File: src/rtl/lsfd_pkg.sv
// Shared types and constants for the LSB stego frame decoder.
`timescale 1ns / 1ps

package lsfd_pkg;

    // Configuration register indexes
    localparam logic [1:0] REG_HEADER_BYTES = 2'd0;
    localparam logic [1:0] REG_MAGIC_LEN    = 2'd1;
    localparam logic [1:0] REG_MAGIC_WORD   = 2'd2;
    localparam logic [1:0] REG_SUFFIX_LIMIT = 2'd3;

    // Register reset values
    localparam logic [7:0]  HEADER_BYTES_RST = 8'd54;
    localparam logic [3:0]  MAGIC_LEN_RST    = 4'd2;
    localparam logic [63:0] MAGIC_WORD_RST   = 64'd0;
    localparam logic [7:0]  SUFFIX_LIMIT_RST = 8'd5;

    // Longest magic string
    localparam logic [3:0] MAGIC_MAX = 4'd8;

    typedef enum logic [2:0] {
        PH_IDLE,
        PH_HEADER,
        PH_MAGIC,
        PH_LEN,
        PH_EXT,
        PH_SIZE,
        PH_PAYLOAD
    } phase_t;

    typedef enum logic [2:0] {
        KIND_EXT    = 3'd0,
        KIND_PAY    = 3'd1,
        KIND_MAGIC  = 3'd2,
        KIND_BADLEN = 3'd3,
        KIND_EMPTY  = 3'd4
    } kind_t;

    typedef struct packed {
        logic [7:0]  header_bytes;
        logic [3:0]  magic_len;
        logic [63:0] magic_word;
        logic [7:0]  suffix_limit;
    } cfg_t;

    typedef struct packed {
        logic       valid;
        kind_t      kind;
        logic [7:0] data;
        logic       last;
    } result_t;

endpackage

File: src/rtl/lsfd_cfg_regs.sv
// Configuration register file of the LSB stego frame decoder.
`timescale 1ns / 1ps

module lsfd_cfg_regs (
    input  logic              aclk,
    input  logic              aresetn,
    input  logic              cfg_we,
    input  logic [1:0]        cfg_addr,
    input  logic [63:0]       cfg_wdata,
    output lsfd_pkg::cfg_t    cfg
);

    lsfd_pkg::cfg_t cfg_reg;
    lsfd_pkg::cfg_t cfg_next;

    // Register write decode
    always_comb begin
        cfg_next = cfg_reg;
        if (cfg_we) begin
            unique case (cfg_addr)
                lsfd_pkg::REG_HEADER_BYTES: cfg_next.header_bytes = cfg_wdata[7:0];
                lsfd_pkg::REG_MAGIC_LEN:    cfg_next.magic_len    = cfg_wdata[3:0];
                lsfd_pkg::REG_MAGIC_WORD:   cfg_next.magic_word   = cfg_wdata;
                lsfd_pkg::REG_SUFFIX_LIMIT: cfg_next.suffix_limit = cfg_wdata[7:0];
                default: cfg_next = cfg_reg;
            endcase
        end
    end

    always_ff @(posedge aclk) begin
        if (!aresetn) begin
            cfg_reg.header_bytes <= lsfd_pkg::HEADER_BYTES_RST;
            cfg_reg.magic_len    <= lsfd_pkg::MAGIC_LEN_RST;
            cfg_reg.magic_word   <= lsfd_pkg::MAGIC_WORD_RST;
            cfg_reg.suffix_limit <= lsfd_pkg::SUFFIX_LIMIT_RST;
        end else begin
            cfg_reg <= cfg_next;
        end
    end

    assign cfg = cfg_reg;

endmodule

File: src/rtl/lsfd_parser.sv
// Parse state and per-word decode of the hidden frame.
`timescale 1ns / 1ps

module lsfd_parser #(
    parameter int LEN_FIELD_BYTES  = 4,
    parameter int SIZE_FIELD_BYTES = 8
) (
    input  logic                aclk,
    input  logic                aresetn,
    input  lsfd_pkg::cfg_t      cfg,
    input  logic                advance,
    input  logic [7:0]          image_byte,
    input  logic                start_req,
    output lsfd_pkg::result_t   res
);

    localparam int LEN_W  = 8 * LEN_FIELD_BYTES;
    localparam int SIZE_W = 8 * SIZE_FIELD_BYTES;
    localparam logic [7:0] LEN_LAST  = 8'(LEN_FIELD_BYTES - 1);
    localparam logic [7:0] SIZE_LAST = 8'(SIZE_FIELD_BYTES - 1);

    lsfd_pkg::phase_t   phase_reg, phase_next;
    logic [7:0]         hdr_cnt_reg, hdr_cnt_next;
    logic [2:0]         bit_cnt_reg, bit_cnt_next;
    logic [6:0]         shift_reg, shift_next;
    logic [7:0]         fld_cnt_reg, fld_cnt_next;
    logic               bad_reg, bad_next;
    logic [LEN_W-1:0]   len_reg, len_next;
    logic [SIZE_W-1:0]  size_reg, size_next;

    // working copies inside the decode block
    lsfd_pkg::phase_t   ph;
    logic [7:0]         fc;
    logic [7:0]         fc_inc;
    logic               take_bit;
    logic [7:0]         hb;
    logic [3:0]         mlen;
    logic [LEN_W-1:0]   len_shift;
    logic [SIZE_W-1:0]  size_shift;

    assign mlen = (cfg.magic_len > lsfd_pkg::MAGIC_MAX) ? lsfd_pkg::MAGIC_MAX
                                                         : cfg.magic_len;
    assign hb = {shift_reg, image_byte[0]};
    // little-endian fields: new byte enters at the top
    assign len_shift  = (len_reg >> 8) | (LEN_W'(hb) << (LEN_W - 8));
    assign size_shift = (size_reg >> 8) | (SIZE_W'(hb) << (SIZE_W - 8));

    // Next state and result for one word
    always_comb begin
        phase_next   = phase_reg;
        hdr_cnt_next = hdr_cnt_reg;
        bit_cnt_next = bit_cnt_reg;
        shift_next   = shift_reg;
        fld_cnt_next = fld_cnt_reg;
        bad_next     = bad_reg;
        len_next     = len_reg;
        size_next    = size_reg;
        res          = '{valid: 1'b0, kind: lsfd_pkg::KIND_EXT, data: 8'd0, last: 1'b0};
        ph           = start_req ? lsfd_pkg::PH_HEADER : phase_reg;
        fc           = start_req ? 8'd0 : fld_cnt_reg;
        fc_inc       = 8'd0;
        take_bit     = 1'b0;

        if (advance && ph != lsfd_pkg::PH_IDLE) begin
            if (start_req) begin
                hdr_cnt_next = 8'd0;
                bit_cnt_next = 3'd0;
                bad_next     = 1'b0;
            end
            take_bit = 1'b1;
            if (ph == lsfd_pkg::PH_HEADER) begin
                if ((start_req ? 8'd0 : hdr_cnt_reg) < cfg.header_bytes) begin
                    hdr_cnt_next = (start_req ? 8'd0 : hdr_cnt_reg) + 8'd1;
                    take_bit     = 1'b0;
                end else begin
                    ph = lsfd_pkg::PH_MAGIC;
                    fc = 8'd0;
                end
            end

            if (take_bit) begin
                bit_cnt_next = (start_req ? 3'd0 : bit_cnt_reg) + 3'd1;
                shift_next   = hb[6:0];
                if ((start_req ? 3'd0 : bit_cnt_reg) == 3'd7) begin
                    // one hidden byte complete
                    if (ph == lsfd_pkg::PH_MAGIC && mlen == 4'd0) begin
                        ph = lsfd_pkg::PH_LEN;
                        fc = 8'd0;
                    end
                    fc_inc = fc + 8'd1;
                    case (ph)
                        lsfd_pkg::PH_MAGIC: begin
                            if (cfg.magic_word[8*fc[2:0] +: 8] != hb) begin
                                bad_next = 1'b1;
                            end
                            fc = fc_inc;
                            if (fc_inc >= {4'd0, mlen}) begin
                                fc = 8'd0;
                                if (bad_next) begin
                                    ph  = lsfd_pkg::PH_IDLE;
                                    res = '{valid: 1'b1, kind: lsfd_pkg::KIND_MAGIC,
                                            data: 8'd0, last: 1'b1};
                                end else begin
                                    ph = lsfd_pkg::PH_LEN;
                                end
                            end
                        end
                        lsfd_pkg::PH_LEN: begin
                            len_next = len_shift;
                            fc       = fc_inc;
                            if (fc == LEN_FIELD_BYTES[7:0] || fc_inc > LEN_LAST) begin
                                fc = 8'd0;
                                if (len_shift[LEN_W-1] || len_shift == '0 ||
                                    len_shift >= LEN_W'(cfg.suffix_limit)) begin
                                    ph  = lsfd_pkg::PH_IDLE;
                                    res = '{valid: 1'b1, kind: lsfd_pkg::KIND_BADLEN,
                                            data: 8'd0, last: 1'b1};
                                end else begin
                                    ph = lsfd_pkg::PH_EXT;
                                end
                            end
                        end
                        lsfd_pkg::PH_EXT: begin
                            // length is known to stay below 255
                            if (fc_inc >= len_reg[7:0]) begin
                                fc  = 8'd0;
                                ph  = lsfd_pkg::PH_SIZE;
                                res = '{valid: 1'b1, kind: lsfd_pkg::KIND_EXT,
                                        data: hb, last: 1'b1};
                            end else begin
                                fc  = fc_inc;
                                res = '{valid: 1'b1, kind: lsfd_pkg::KIND_EXT,
                                        data: hb, last: 1'b0};
                            end
                        end
                        lsfd_pkg::PH_SIZE: begin
                            size_next = size_shift;
                            fc        = fc_inc;
                            if (fc_inc > SIZE_LAST) begin
                                fc = 8'd0;
                                if (size_shift[SIZE_W-1] || size_shift == '0) begin
                                    ph  = lsfd_pkg::PH_IDLE;
                                    res = '{valid: 1'b1, kind: lsfd_pkg::KIND_EMPTY,
                                            data: 8'd0, last: 1'b1};
                                end else begin
                                    ph = lsfd_pkg::PH_PAYLOAD;
                                end
                            end
                        end
                        lsfd_pkg::PH_PAYLOAD: begin
                            // size register counts down the bytes still due
                            if (size_reg == SIZE_W'(1)) begin
                                ph  = lsfd_pkg::PH_IDLE;
                                res = '{valid: 1'b1, kind: lsfd_pkg::KIND_PAY,
                                        data: hb, last: 1'b1};
                            end else begin
                                size_next = size_reg - SIZE_W'(1);
                                res = '{valid: 1'b1, kind: lsfd_pkg::KIND_PAY,
                                        data: hb, last: 1'b0};
                            end
                        end
                        default: begin
                            ph = lsfd_pkg::PH_IDLE;
                        end
                    endcase
                end
            end
            phase_next   = ph;
            fld_cnt_next = fc;
        end
    end

    always_ff @(posedge aclk) begin
        if (!aresetn) begin
            phase_reg   <= lsfd_pkg::PH_HEADER;
            hdr_cnt_reg <= 8'd0;
            bit_cnt_reg <= 3'd0;
            fld_cnt_reg <= 8'd0;
            bad_reg     <= 1'b0;
        end else begin
            phase_reg   <= phase_next;
            hdr_cnt_reg <= hdr_cnt_next;
            bit_cnt_reg <= bit_cnt_next;
            fld_cnt_reg <= fld_cnt_next;
            bad_reg     <= bad_next;
        end
    end

    // assembly and count registers, fully overwritten before use
    always_ff @(posedge aclk) begin
        shift_reg <= shift_next;
        len_reg   <= len_next;
        size_reg  <= size_next;
    end

endmodule

File: src/rtl/lsb_stego_frame_decoder.sv
// Top level of the LSB stego frame decoder: stream ports, input and output stages.
`timescale 1ns / 1ps

// Decodes data hidden in the least significant bits of a stego image streamed one
// byte per word. Each word lands in an input register and, once the output slot
// is free, is decoded straight into the output register, so one word is taken
// every clock while the output side keeps up; a stalled output holds the input
// register, and the combined path from m_tready to s_tready is the only throttle.
// Setting tuser on a word restarts the parse at that word; after the single status
// or final byte the block ignores words until the next restart. Configuration
// writes are meant for idle periods only.
module lsb_stego_frame_decoder #(
    parameter int LEN_FIELD_BYTES  = 4,
    parameter int SIZE_FIELD_BYTES = 8
) (
    input  logic        aclk,
    input  logic        aresetn,
    // input stream
    input  logic        s_tvalid,
    output logic        s_tready,
    input  logic [7:0]  s_tdata,   // [7:0] image_byte
    input  logic        s_tuser,   // [0] start_req
    // result stream
    output logic        m_tvalid,
    input  logic        m_tready,
    output logic [7:0]  m_tdata,   // [7:0] out_byte
    output logic [2:0]  m_tuser,   // [2:0] kind
    output logic        m_tlast,
    // configuration
    input  logic        cfg_we,
    input  logic [1:0]  cfg_addr,
    input  logic [63:0] cfg_wdata
);

    lsfd_pkg::cfg_t    cfg;
    lsfd_pkg::result_t res;

    logic       in_valid_reg, in_valid_next;
    logic [7:0] in_byte_reg;
    logic       in_start_reg;
    logic       m_valid_reg, m_valid_next;
    logic [7:0] m_data_reg;
    logic [2:0] m_kind_reg;
    logic       m_last_reg;
    logic       out_ready;
    logic       advance;

    lsfd_cfg_regs u_cfg (
        .aclk      (aclk),
        .aresetn   (aresetn),
        .cfg_we    (cfg_we),
        .cfg_addr  (cfg_addr),
        .cfg_wdata (cfg_wdata),
        .cfg       (cfg)
    );

    lsfd_parser #(
        .LEN_FIELD_BYTES  (LEN_FIELD_BYTES),
        .SIZE_FIELD_BYTES (SIZE_FIELD_BYTES)
    ) u_parser (
        .aclk       (aclk),
        .aresetn    (aresetn),
        .cfg        (cfg),
        .advance    (advance),
        .image_byte (in_byte_reg),
        .start_req  (in_start_reg),
        .res        (res)
    );

    // Handshake: the held word moves on when the output slot is free
    assign out_ready = !m_valid_reg || m_tready;
    assign advance   = in_valid_reg && out_ready;
    assign s_tready  = !in_valid_reg || out_ready;

    always_comb begin
        in_valid_next = in_valid_reg;
        if (s_tvalid && s_tready) begin
            in_valid_next = 1'b1;
        end else if (advance) begin
            in_valid_next = 1'b0;
        end
        m_valid_next = m_valid_reg;
        if (out_ready) begin
            m_valid_next = advance && res.valid;
        end
    end

    always_ff @(posedge aclk) begin
        if (!aresetn) begin
            in_valid_reg <= 1'b0;
            m_valid_reg  <= 1'b0;
        end else begin
            in_valid_reg <= in_valid_next;
            m_valid_reg  <= m_valid_next;
        end
    end

    // Payload registers
    always_ff @(posedge aclk) begin
        if (s_tvalid && s_tready) begin
            in_byte_reg  <= s_tdata;
            in_start_reg <= s_tuser;
        end
        if (advance && res.valid) begin
            m_data_reg <= res.data;
            m_kind_reg <= res.kind;
            m_last_reg <= res.last;
        end
    end

    assign m_tvalid = m_valid_reg;
    assign m_tdata  = m_data_reg;
    assign m_tuser  = m_kind_reg;
    assign m_tlast  = m_last_reg;

endmodule

File: config.mk
export PLATFORM = sky130hd
export DESIGN_NAME = lsb_stego_frame_decoder
export DESIGN_NICKNAME = d
export VERILOG_FILES = /design/src/rtl/lsfd_pkg.sv /design/src/rtl/lsfd_cfg_regs.sv /design/src/rtl/lsfd_parser.sv /design/src/rtl/lsb_stego_frame_decoder.sv
export SDC_FILE = /design/constraint.sdc
export NUM_CORES = 1
export LEC_CHECK = 0
export BUFFER_PORTS_ARGS = -buffer_cell sky130_fd_sc_hd__buf_2
export CORE_MARGIN = 8
export CORE_UTILIZATION = 45
export CTS_BUF_LIST = sky130_fd_sc_hd__clkbuf_16
export CTS_CLUSTER_DIAMETER = 100
export DETAILED_ROUTE_END_ITERATION = 6
export PLACE_DENSITY_LB_ADDON = 0.08
export RECOVER_POWER = 50
export SLEW_MARGIN = 15
export SYNTH_ARGS = -nofsm -noshare
export SYNTH_HDL_FRONTEND = slang
export SYNTH_SLANG_ARGS = --single-unit
export TNS_END_PERCENT = 50
File: constraint.sdc
create_clock -name aclk -period 10.7 [get_ports aclk]
set_input_delay 2.14 -clock aclk [delete_from_list [all_inputs] [get_ports aclk]]
set_output_delay 2.14 -clock aclk [all_outputs]
set_load 0.005 [all_outputs]
Word-level counts from Yosys, hierarchy flattened --
Cells that the tools add are included.
Word-level totals: register bits 226, input port bits 80, logic and storage cells 143
Cells by class: $add $sub $neg 4, order comparisons 7, equal/unequal tests 15, shifts and indexed selects 1, mux-type cells 67, bitwise operators 2, reduce and logical (&&, ||, !) cells 28
Operators by type and width (count):
- 8-bit two-way mux | 16
- 64-bit one-hot mux with 2 select lines | 1
- 13-bit two-way mux | 9
- 13-bit one-hot mux with 5 select lines | 1
- 64-bit by 1-bit equality test with 1-bit output (second input constant) | 1
- 64-bit logical NOT | 1
- 64-bit two-way mux | 1
- 56-bit by 64-bit bitwise OR with 64-bit output | 1
- 64-bit by 7-bit variable part select with 8-bit output | 1
- 64-bit by 1-bit subtractor with 64-bit output (second input constant) | 1
- 3-bit two-way mux | 19
- 32-bit by 8-bit greater-or-equal comparator with 1-bit output | 1
- 32-bit logical NOT | 1
- 24-bit by 32-bit bitwise OR with 32-bit output | 1
- 8-bit one-hot mux with 4 select lines | 1
- 8-bit by 1-bit adder with 8-bit output (second input constant) | 2
- 1-bit two-way mux | 16
- 3-bit one-hot mux with 5 select lines | 1
- 3-bit equality test (second input constant) | 4
- 2-bit AND reduction | 5
- 3-bit by 2-bit equality test with 1-bit output (second input constant) | 3
- 8-bit by 3-bit equality test with 1-bit output (second input constant) | 1
- 8-bit by 4-bit greater-or-equal comparator with 1-bit output | 1
- 8-bit greater-or-equal comparator | 1
- 22 further kinds | 34

Longest topological paths before layout --
Gate-level depths: netlist (run 1).
depth in word-level cells 25, gate-level depth with buffers 22, depth with buffers taken out 18

By module --
From an unflattened synthesis (run 1), not the netlist that was laid out.
Unflattened totals: cell total of the unflattened synthesis 1321, area, all modules 12739.7 um2
By module, submodules not included:
- lsfd_parser | times used 1, cells each 931, area each 8614.5 um2
- lsfd_cfg_regs | times used 1, cells each 356, area each 3382.0 um2
- lsb_stego_frame_decoder | times used 1, cells each 34, area each 743.2 um2

Least setup slack after synthesis (run 1) --
Ideal clock, no wire load.
path kind reg2reg, start point reg in_start_reg, end point reg u_parser.size_reg[0] (enable), arrival time 6349 ps, required time 10193 ps, setup slack 3844 ps, cell stages (with the launch flop) 16, path buffers 5, period minus slack after synthesis 6856 ps, cells stage by stage edfxtp_1 > clkbuf_1 > clkbuf_1 > buf_1 > clkbuf_1 > nor2b_1 > ha_1 > nor2b_1 > mux2i_1 > o21ai_2 > o21ai_0 > nand2_1 > and3_1 > clkbuf_1 > o21ai_0 > a21oi_1
On the way: cells in the longest elaborated chain, start to end 14, elaborated cells on any way between the ends 25, those cells by class 1 x order compare; 6 x eq/ne; 13 x mux; 5 x reduce/logical
Ends and longest elaborated chain:
- start: declaration | RTL line lsb_stego_frame_decoder.sv:40 | logic in_start_reg;
- start signal: assignment | RTL line lsb_stego_frame_decoder.sv:102 | in_start_reg <= s_tuser;
- 8-bit two-way mux | RTL line lsfd_parser.sv:72 | if ((start_req ? 8'd0 : hdr_cnt_reg) < cfg.header_bytes) begin
- 8-bit < comparator | RTL line lsfd_parser.sv:72
- 3-bit two-way mux | RTL line lsfd_parser.sv:72
- 3-bit two-way mux | RTL line lsfd_parser.sv:71 | if (ph == lsfd_pkg::PH_HEADER) begin
- 3-bit two-way mux | RTL line lsfd_parser.sv:64 | if (advance && ph != lsfd_pkg::PH_IDLE) begin
- 3-bit by 2-bit equality test with 1-bit output | RTL line lsfd_parser.sv:86 | if (ph == lsfd_pkg::PH_MAGIC && mlen == 4'd0) begin
- 1-bit logical AND | RTL line lsfd_parser.sv:86
- 3-bit two-way mux | RTL line lsfd_parser.sv:86
- 3-bit two-way mux | RTL line lsfd_parser.sv:84 | if ((start_req ? 3'd0 : bit_cnt_reg) == 3'd7) begin
- 3-bit two-way mux | RTL line lsfd_parser.sv:81 | if (take_bit) begin
- 3-bit two-way mux | RTL line lsfd_parser.sv:64
- 3-bit equality test | RTL line lsfd_parser.sv:91 | case (ph)
- 2-bit inequality test (no source line) / 2-bit nonzero test (equally long branches)
- 5-bit AND reduction (no source line) (*)
- end signal: assignment | RTL line lsfd_parser.sv:193 | size_reg <= size_next;
- end: declaration | RTL line lsfd_parser.sv:29 | logic [SIZE_W-1:0] size_reg, size_next;
Mark *: on every way between the ends. The rest lies on a longest branch, timed or not. The select of a mux whose other input is x is not followed. A chain may end at the register's enable or synchronous reset.

Final worst setup path (run 1) --
start point reg in_start_reg, end point reg m_data_reg[1], in the netlist m_tdata[1] (enable)
On the way: cells in the longest elaborated chain, start to end 25, elaborated cells on any way between the ends 55, those cells by class 1 x add/sub; 4 x order compare; 10 x eq/ne; 1 x shift; 34 x mux; 5 x reduce/logical
Ends and longest elaborated chain:
- 8-bit two-way mux | RTL line lsfd_parser.sv:72
- 8-bit < comparator | RTL line lsfd_parser.sv:72
- 3-bit two-way mux | RTL line lsfd_parser.sv:72
- 3-bit two-way mux | RTL line lsfd_parser.sv:71
- 3-bit two-way mux | RTL line lsfd_parser.sv:64
- 3-bit by 2-bit equality test with 1-bit output | RTL line lsfd_parser.sv:86
- 1-bit logical AND | RTL line lsfd_parser.sv:86
- 8-bit two-way mux | RTL line lsfd_parser.sv:86
- [... 9 more ...]
- 1-bit two-way mux | RTL line lsfd_parser.sv:64
- 13-bit two-way mux | RTL line lsfd_parser.sv:99 | if (bad_next) begin
- 13-bit two-way mux | RTL line lsfd_parser.sv:97 | if (fc_inc >= {4'd0, mlen}) begin
- 13-bit one-hot mux with 5 select lines | RTL line lsfd_parser.sv:91
- 13-bit two-way mux | RTL line lsfd_parser.sv:84
- 13-bit two-way mux | RTL line lsfd_parser.sv:81
- 13-bit two-way mux (*) | RTL line lsfd_parser.sv:64
- 1-bit logical AND (*) | RTL line lsb_stego_frame_decoder.sv:104 | if (advance && res.valid) begin
- end signal: assignment | RTL line lsb_stego_frame_decoder.sv:105 | m_data_reg <= res.data;
- end: declaration | RTL line lsb_stego_frame_decoder.sv:42 | logic [7:0] m_data_reg;
Marked as above.

==> results.sh, run 1 <==
export IMPL_powerDensity_nw_per_um2=133
export IMPL_cts_buffers=25
export IMPL_worstHoldStart="u_parser.len_reg[26]"
export IMPL_rsz0062_at_grt="no"
export IMPL_io_pin_count=94
export IMPL_drive_above_1_share_pct=11.0
export IMPL_cp_start_kind="register"
export IMPL_finalCriticalPeriod_ps=7110
export IMPL_whs_endpoint="u_parser.len_reg[18]"
export IMPL_cts_resized=0
export IMPL_async_reset_ff_share_pct=0
export IMPL_p_leak_uw=0.00485
export IMPL_r2r_setup_slack_ps=3590
export IMPL_clock_skew_ps=11.1
export IMPL_synth_most_common_cell="nand2_1"
export IMPL_dieHeight_microns=180
export IMPL_cp_required_ps=10850
export IMPL_final_nets=1543
export IMPL_track_usage_pct=19.6
export IMPL_wirelength_microns=32700
export IMPL_die_area_sq_um=32400
export IMPL_synth_xor_area_share_pct=4.84
export IMPL_post_cts_buffers=0
export IMPL_syn_area_sq_um=12100
export IMPL_worstSetupStartpoint="in_start_reg"
export IMPL_ant_nets=0
export IMPL_yosys_area_top_type="edfxtp_1"
export IMPL_setup_viol=0
export IMPL_synth_top_area_share_pct=29.0
export IMPL_rows=60
export IMPL_diodes=0
export IMPL_ys_top_cells_by_count="300 x nand2_1, 121 x a21oi_1, 117 x edfxtp_1"
export IMPL_cts_hold_fix_buffers=0
export IMPL_drt_iter0_markers=851
export IMPL_cts_clk_slew_worst_paths_ps=60
export IMPL_fillers=2566
export IMPL_fin_setup_tns_ps=0
export IMPL_largest_reg_flops=84
export IMPL_first_pass_iters=5
export IMPL_hold_class="register to register"
export IMPL_grt_pass1_vias=9654
export IMPL_p_total_uw=1810
export IMPL_portBuffers=86
export IMPL_crit_fanout=51
export IMPL_relSlewSlack_pct=-177
export IMPL_synth_nets=1483
export IMPL_fin_cells=1792
export IMPL_synth_fa_ha_area_share_pct=3.10
export IMPL_die_w_microns=180
export IMPL_placed_cells=1747
export IMPL_dp_hpwl_microns=22900
export IMPL_clock_latency_ps=520
export IMPL_fin_util_pct=50.6
export IMPL_max_freq_ghz=0.141
export IMPL_core_area_sq_um=26700
export IMPL_initial_utilization_pct=45.3
export IMPL_area_delta_synth_final_pct=11.7
export IMPL_yosys_area_share_simple_pct=23.1
export IMPL_synth_area_leaders="edfxtp_1 29%, dfxtp_1 18%, nand2_1 9.3%, a21oi_1 5.0%, xnor2_1 3.9%"
export IMPL_synth_warnings=0
export IMPL_whs_path_depth=0
export IMPL_avgSynthCellArea_sq_um=8.82
export IMPL_viasPerCell=5.61
export IMPL_grt_pass1_wl_microns=52600
export IMPL_synth_top_family_by_area="simple AND/OR/NAND/NOR gates"
export IMPL_worstSetupPathType="register to register"
export IMPL_grt_max_degree=120
export IMPL_seq_area_sq_um=5700
export IMPL_peakVddDrop_mv=0.106
export IMPL_cts_sinks=226
export IMPL_yosysSeqAreaShare_pct=47.0
export IMPL_worst_slew_pin_slew_ps=4160
export IMPL_maxCapViolCount=3
export IMPL_synth_cell_types=92
export IMPL_reg2reg_depth=18
export IMPL_synthCells=1373
export IMPL_gp_congestion=0.905
export IMPL_vias=10100
export IMPL_status="finished, violations left"
export IMPL_clk_path_buf_depth=3
export IMPL_r2r_end="m_tdata[1]"
export IMPL_grt_overflow=0
export IMPL_maxSlewViolCount=232
export IMPL_cts_tree="done"
export IMPL_drcViolationCount=0
export IMPL_muxShareOfSynthArea_pct=1.31
export IMPL_root_buffer="clkbuf_16"
export IMPL_ys_ff_latch=226
export IMPL_wl_per_cell_microns=18.2
export IMPL_antenna_found_initial=0
export IMPL_htree_num_levels=1
export IMPL_cp_end_kind="register"
export IMPL_violations="capacitance limit, slew limit"
export IMPL_multi_input_area_sq_um=6000
export IMPL_critPathArrivalTime_ps=7250
export IMPL_synth_edf_count=117
export IMPL_ys_flop_type="edfxtp_1"
export IMPL_synth_compound_area_share_pct=17.1
export IMPL_r2r_start="in_start_reg"
export IMPL_hold_viol=0
export IMPL_fin_crit_sh_pct=66.4
==> routing by layer <==
metal / global-route usage, % / vias up / part of all wire, %
met5: 0 / - / 0
met4: 5.19 / 0 / 2.5
met3: 2.86 / 56 / 4.8
met2: 29.2 / 295 / 42
met1: 29.2 / 4696 / 51
li1: - / 5015 / -
==> cells in the final DEF, fill, tap and decap left out, types with 4 or more instances in the layout <==
cell       synthesis  final
nor4_1            31     31
o211ai_1          10     10
a21o_1            10     10
edfxtp_1         117    117
clkinv_1           0      4
mux2i_1           11     11
or3_1              9      9
clkinv_2           0      4
a31oi_1           12     12
xnor2_1           54     54
inv_1             41     48
and3_1            10     11
nand2_1          300    300
nand4_1           11     11
or4_1              7      7
dfxtp_1          109    109
o21ai_1           12     12
a211oi_1           6      6
ha_1              30     30
nor3_1            25     25
nand2b_1          11     11
buf_4              1      8
a22oi_1            6      6
o21ai_0           87     87
buf_2              7     73
nand3_1           30     30
clkbuf_1          51     17
o31ai_1            4      4
and4_1             4      4
clkbuf_16          0     26
a32oi_1            4      4
nor2_1            91     89
nor2b_1           22     22
a21oi_1          121    119
xor2_1            13     13
and2_1            19     18
==> cells by family (layout without fill, tap and decap cells) <==
kind of cell               count (synthesis)  after routing
DFF                                      226            226
xor gates and xnor gates                  67             67
muxes                                     15             15
AOI/OAI and AO/OA                        330            330
buffers and inverters                    108            186
and+or+nand+nor                          597            597
adders and majority gates                 30             30
==> cell type report <==
class	count	area share [%]
multi-input combinational	1039	44.3
sequential	226	42.1
clock buffer	26	4.81
timing repair buffer	99	3.64
tap	341	3.15
inverter	42	1.16
clock inverter	19	0.832
==> power by group <==
part	leakage, uW	switching, uW	internal [uW]
clock	0.000406	347	461
combinational	0.00253	47.2	27.1
sequential	0.00191	8.00	915
total	0.00485	402	1400
==> through the flow <==
stage | cell area (sq um) | hold WS, ps | setup slack, ps
global route | 13500 | 448 | 3110
detailed placement | 12800 | 427 | 5120
global placement | 12800 | 428 | 5200
floorplan | 12100 | 417 | 3840
finish | 13500 | 439 | 3590
CTS | 13600 | 439 | 5090
==> critical path: stages, from the launching register on <==
cell	delay, ps
edfxtp_1	320
clkbuf_1	1700
nor2b_1	260
ha_1	400
and3_1	210
a221oi_1	1030
nor2_4	70
a211oi_4	470
nand3_1	130
a31oi_1	340
inv_1	180
ha_1	310
o21ai_0	70
a21oi_1	120
nor3b_1	100
nand2b_1	180
nand2_1	70
nand2_1	130
a21oi_2	600
==> how the worst max path moves through the flow <==
stage,to,slack [ps],cells after the start
2_1_floorplan,u_parser.size_reg[0],3840,15
5_1_grt,m_tdata[1],3110,18
3_3_place_gp,m_tdata[3],5200,19
6_report,m_tdata[1],3590,18
4_1_cts,m_tdata[2],5090,19
3_5_place_dp,m_tdata[4],5120,19
Note: power is estimated with default switching activity, not from simulation.
==> run 2, diff against run 1 <==
--- a/config.mk
+++ b/config.mk
@@ -5,6 +5,7 @@
 export SDC_FILE = /design/constraint.sdc
 export NUM_CORES = 1
 export LEC_CHECK = 0
+export ABC_AREA = 1
 export BUFFER_PORTS_ARGS = -buffer_cell sky130_fd_sc_hd__buf_2
 export CORE_MARGIN = 8
 export CORE_UTILIZATION = 45
==> constraint.sdc (replaced) <==
create_clock -name aclk -period 7.4 [get_ports aclk]
set_input_delay 1.48 -clock aclk [delete_from_list [all_inputs] [get_ports aclk]]
set_output_delay 1.48 -clock aclk [all_outputs]
set_load 0.005 [all_outputs]
==> results.sh, run 2 <==
export IMPL_status="finished, violations left"
export IMPL_violations="capacitance limit, slew limit"
export IMPL_cts_resized=0
export IMPL_p_leak_uw=0.00571
export IMPL_vias=10700
export IMPL_final_common_cell="nand2_1"
export IMPL_fin_setup_tns_ps=0
export IMPL_first_pass_iters=5
export IMPL_clock_latency_ps=530
export IMPL_fin_cells=2090
export IMPL_placed_cells=2042
export IMPL_synth_area_leaders="edfxtp_1 28%, dfxtp_1 17%, nand2_1 9.9%, nor2_1 7.1%, inv_1 5.6%"
export IMPL_yosysSeqAreaShare_pct=45.3
export IMPL_power_switching_uw=619
export IMPL_p_total_uw=2790
export IMPL_synthCells=1627
export IMPL_wirelength_microns=33100
export IMPL_avgSynthCellArea_sq_um=7.72
export IMPL_syn_area_sq_um=12600
export IMPL_die_area_sq_um=33500
export IMPL_ys_ff_latch=226
export IMPL_cp_buffers_inverters=3
export IMPL_cts_buffers=27
export IMPL_maxSlewViolCount=88
export IMPL_cts_clk_slew_worst_paths_ps=60
export IMPL_clk_path_buf_depth=3
export IMPL_post_cts_buffers=0
export IMPL_ant_nets=0
export IMPL_crit_path_max_incr_delay_ps=900
export IMPL_crit_slowest_cell="edfxtp_1"
export IMPL_wl_per_cell_microns=15.8
export IMPL_critPathArrivalTime_ps=5980
export IMPL_grt_overflow=0
export IMPL_seq_area_sq_um=5700
export IMPL_hold_class="register to register"
export IMPL_final_nets=1803
export IMPL_grt_pass1_vias=10600
export IMPL_crit_top_cell="nand2_1"
export IMPL_crit_fanout=64
export IMPL_switching_share_pct=22.1
export IMPL_drt_iter0_markers=710
export IMPL_portBuffers=86
export IMPL_die_w_microns=183
export IMPL_powerDensity_nw_per_um2=198
export IMPL_cts_sinks=226
export IMPL_cts_tree="done"
export IMPL_power_internal_uw=2180
export IMPL_max_freq_ghz=0.172
export IMPL_crit_chain="nor2_1, ha_1, nand2_1, o21a_1, nand2_1, nand2_1, o21ai_0, nand2_1, inv_1, clkbuf_1, o21ai_0, nor3_2, buf_4"
export IMPL_viasPerCell=5.13
export IMPL_fin_crit_sh_pct=78.8
export IMPL_dp_hpwl_microns=24000
export IMPL_ys_flop_type="edfxtp_1"
export IMPL_cp_depth=13
export IMPL_crit_family="buffers and inverters"
export IMPL_peakVddDrop_mv=0.181
export IMPL_grt_pass1_wl_microns=54400
export IMPL_io_pin_count=94
export IMPL_gp_congestion=0.898
export IMPL_synth_edf_count=117
export IMPL_rsz0062_at_grt="no"
export IMPL_relSlewSlack_pct=-105
export IMPL_power_frac_comb_pct=4.3
export IMPL_synth_top_area_share_pct=28.0
export IMPL_diodes=0
export IMPL_cp_end_kind="register"
export IMPL_cp_required_ps=7550
export IMPL_power_share_clock_pct=47.5
export IMPL_synth_nets=1737
export IMPL_dieHeight_microns=183
export IMPL_worst_slew_pin_slew_ps=3070
export IMPL_rows=61
export IMPL_synth_warnings=0
export IMPL_async_reset_ff_share_pct=0
export IMPL_drive_above_1_share_pct=10.1
export IMPL_root_buffer="clkbuf_16"
export IMPL_cts_hold_fix_buffers=0
export IMPL_finalCriticalPeriod_ps=5830
export IMPL_htree_num_levels=1
export IMPL_reg2reg_depth=13
export IMPL_ys_top_cells_by_count="331 x nand2_1, 239 x nor2_1, 188 x inv_1"
export IMPL_track_usage_pct=19.8
export IMPL_grt_max_degree=88
export IMPL_yosys_area_top_type="edfxtp_1"
export IMPL_synth_cell_types=50
export IMPL_maxCapViolCount=1
export IMPL_antenna_found_initial=0
export IMPL_synth_most_common_cell="nand2_1"
export IMPL_p_seq_share_pct=48.2
export IMPL_whs_path_depth=0
export IMPL_layout_common_cells="333 x nand2_1, 238 x nor2_1, 194 x inv_1"
export IMPL_largest_reg_flops=84
export IMPL_clock_skew_ps=8.51
export IMPL_hold_viol=0
export IMPL_fillers=2789
export IMPL_core_area_sq_um=27600
export IMPL_cp_start_kind="register"
export IMPL_drcViolationCount=0
export IMPL_multi_input_area_sq_um=5820
export IMPL_initial_utilization_pct=45.5
export IMPL_worstSetupPathType="register to register"
export IMPL_area_delta_synth_final_pct=12.3
export IMPL_setup_viol=0
==> run 2: changes by cell type in the layout (fill, tap and decap cells not counted), moves of 22 or more <==
cell | before | now
nand3_1 | 30 | 106
a21oi_1 | 119 | 73
inv_1 | 48 | 194
nor2_1 | 89 | 238
o21ai_0 | 87 | 143
nor2b_1 | 22 | 0
xnor2_1 | 54 | 29
nand2_1 | 300 | 333
==> run 2: worst reg2reg max path, stage by stage, from the launching register on <==
cell	delay, ps
edfxtp_1	900
nor2_1	190
ha_1	330
nand2_1	70
o21a_1	190
nand2_1	100
nand2_1	340
o21ai_0	320
nand2_1	620
inv_1	660
clkbuf_1	620
o21ai_0	230
nor3_2	130
buf_4	670
==> run 2: metrics by stage <==
step / instance area, sq um / hold WS, ps / worst slack, ps / utilization [%]
floorplan: 12600 / 426 / 260 / -
global placement: 13300 / 430 / 2000 / 48.0
detailed placement: 13300 / 435 / 1940 / 48.0
CTS: 14100 / 449 / 1920 / 51.2
global route: 14100 / 455 / 908 / 51.1
finish: 14100 / 452 / 1570 / 51.1
==> run 2: kinds of logic after synthesis <==
kind of cell	synth area share (%)
XOR/XNOR	4.31
flip-flops	45.3
AND/OR/NAND/NOR	28.0
AO/OA/AOI/OAI	11.1
adder cells (fa/ha/maj)	2.99
buffers and inverters	8.35
==> run 2: power groups by stage <==
stage	clock (uW)	combinational, uW	sequential [uW]
after CTS	1360	120	1350
after global routing	1410	138	1350
after floorplan	0	78.4	1370
after detailed placement	0	119	1370
final	1330	119	1350
after global placement	0	118	1370
==> run 2: worst paths after layout <==
kind	endpoint	start	slack [ps]
setup reg to reg	u_parser.size_reg[0]	in_start_reg	1570
hold reg to reg	u_parser.len_reg[19]	u_parser.len_reg[27]	450
hold / removal	u_parser.len_reg[19]	u_parser.len_reg[27]	450
setup / recovery	u_parser.size_reg[0]	in_start_reg	1570
==> run 2: final cells by class <==
| cell class | count | area share (%) |
|---|---|---|
| flip-flops and latches | 226 | 40.4 |
| inverters | 202 | 5.41 |
| repair buffers | 95 | 3.37 |
| clock inverters | 21 | 1.47 |
| multi-input cells | 1141 | 41.2 |
| well taps | 378 | 3.35 |
| clock buffers | 27 | 4.79 |
==> run 2: routing by layer <==
layer  routed length [microns]  up-vias  track usage, %
li1                          -     5493               -
met1                     15100     4969            25.7
met2                     15600      209            33.8
met3                      1360       53            2.73
met4                      1050        0            6.15
met5                         0        -               0
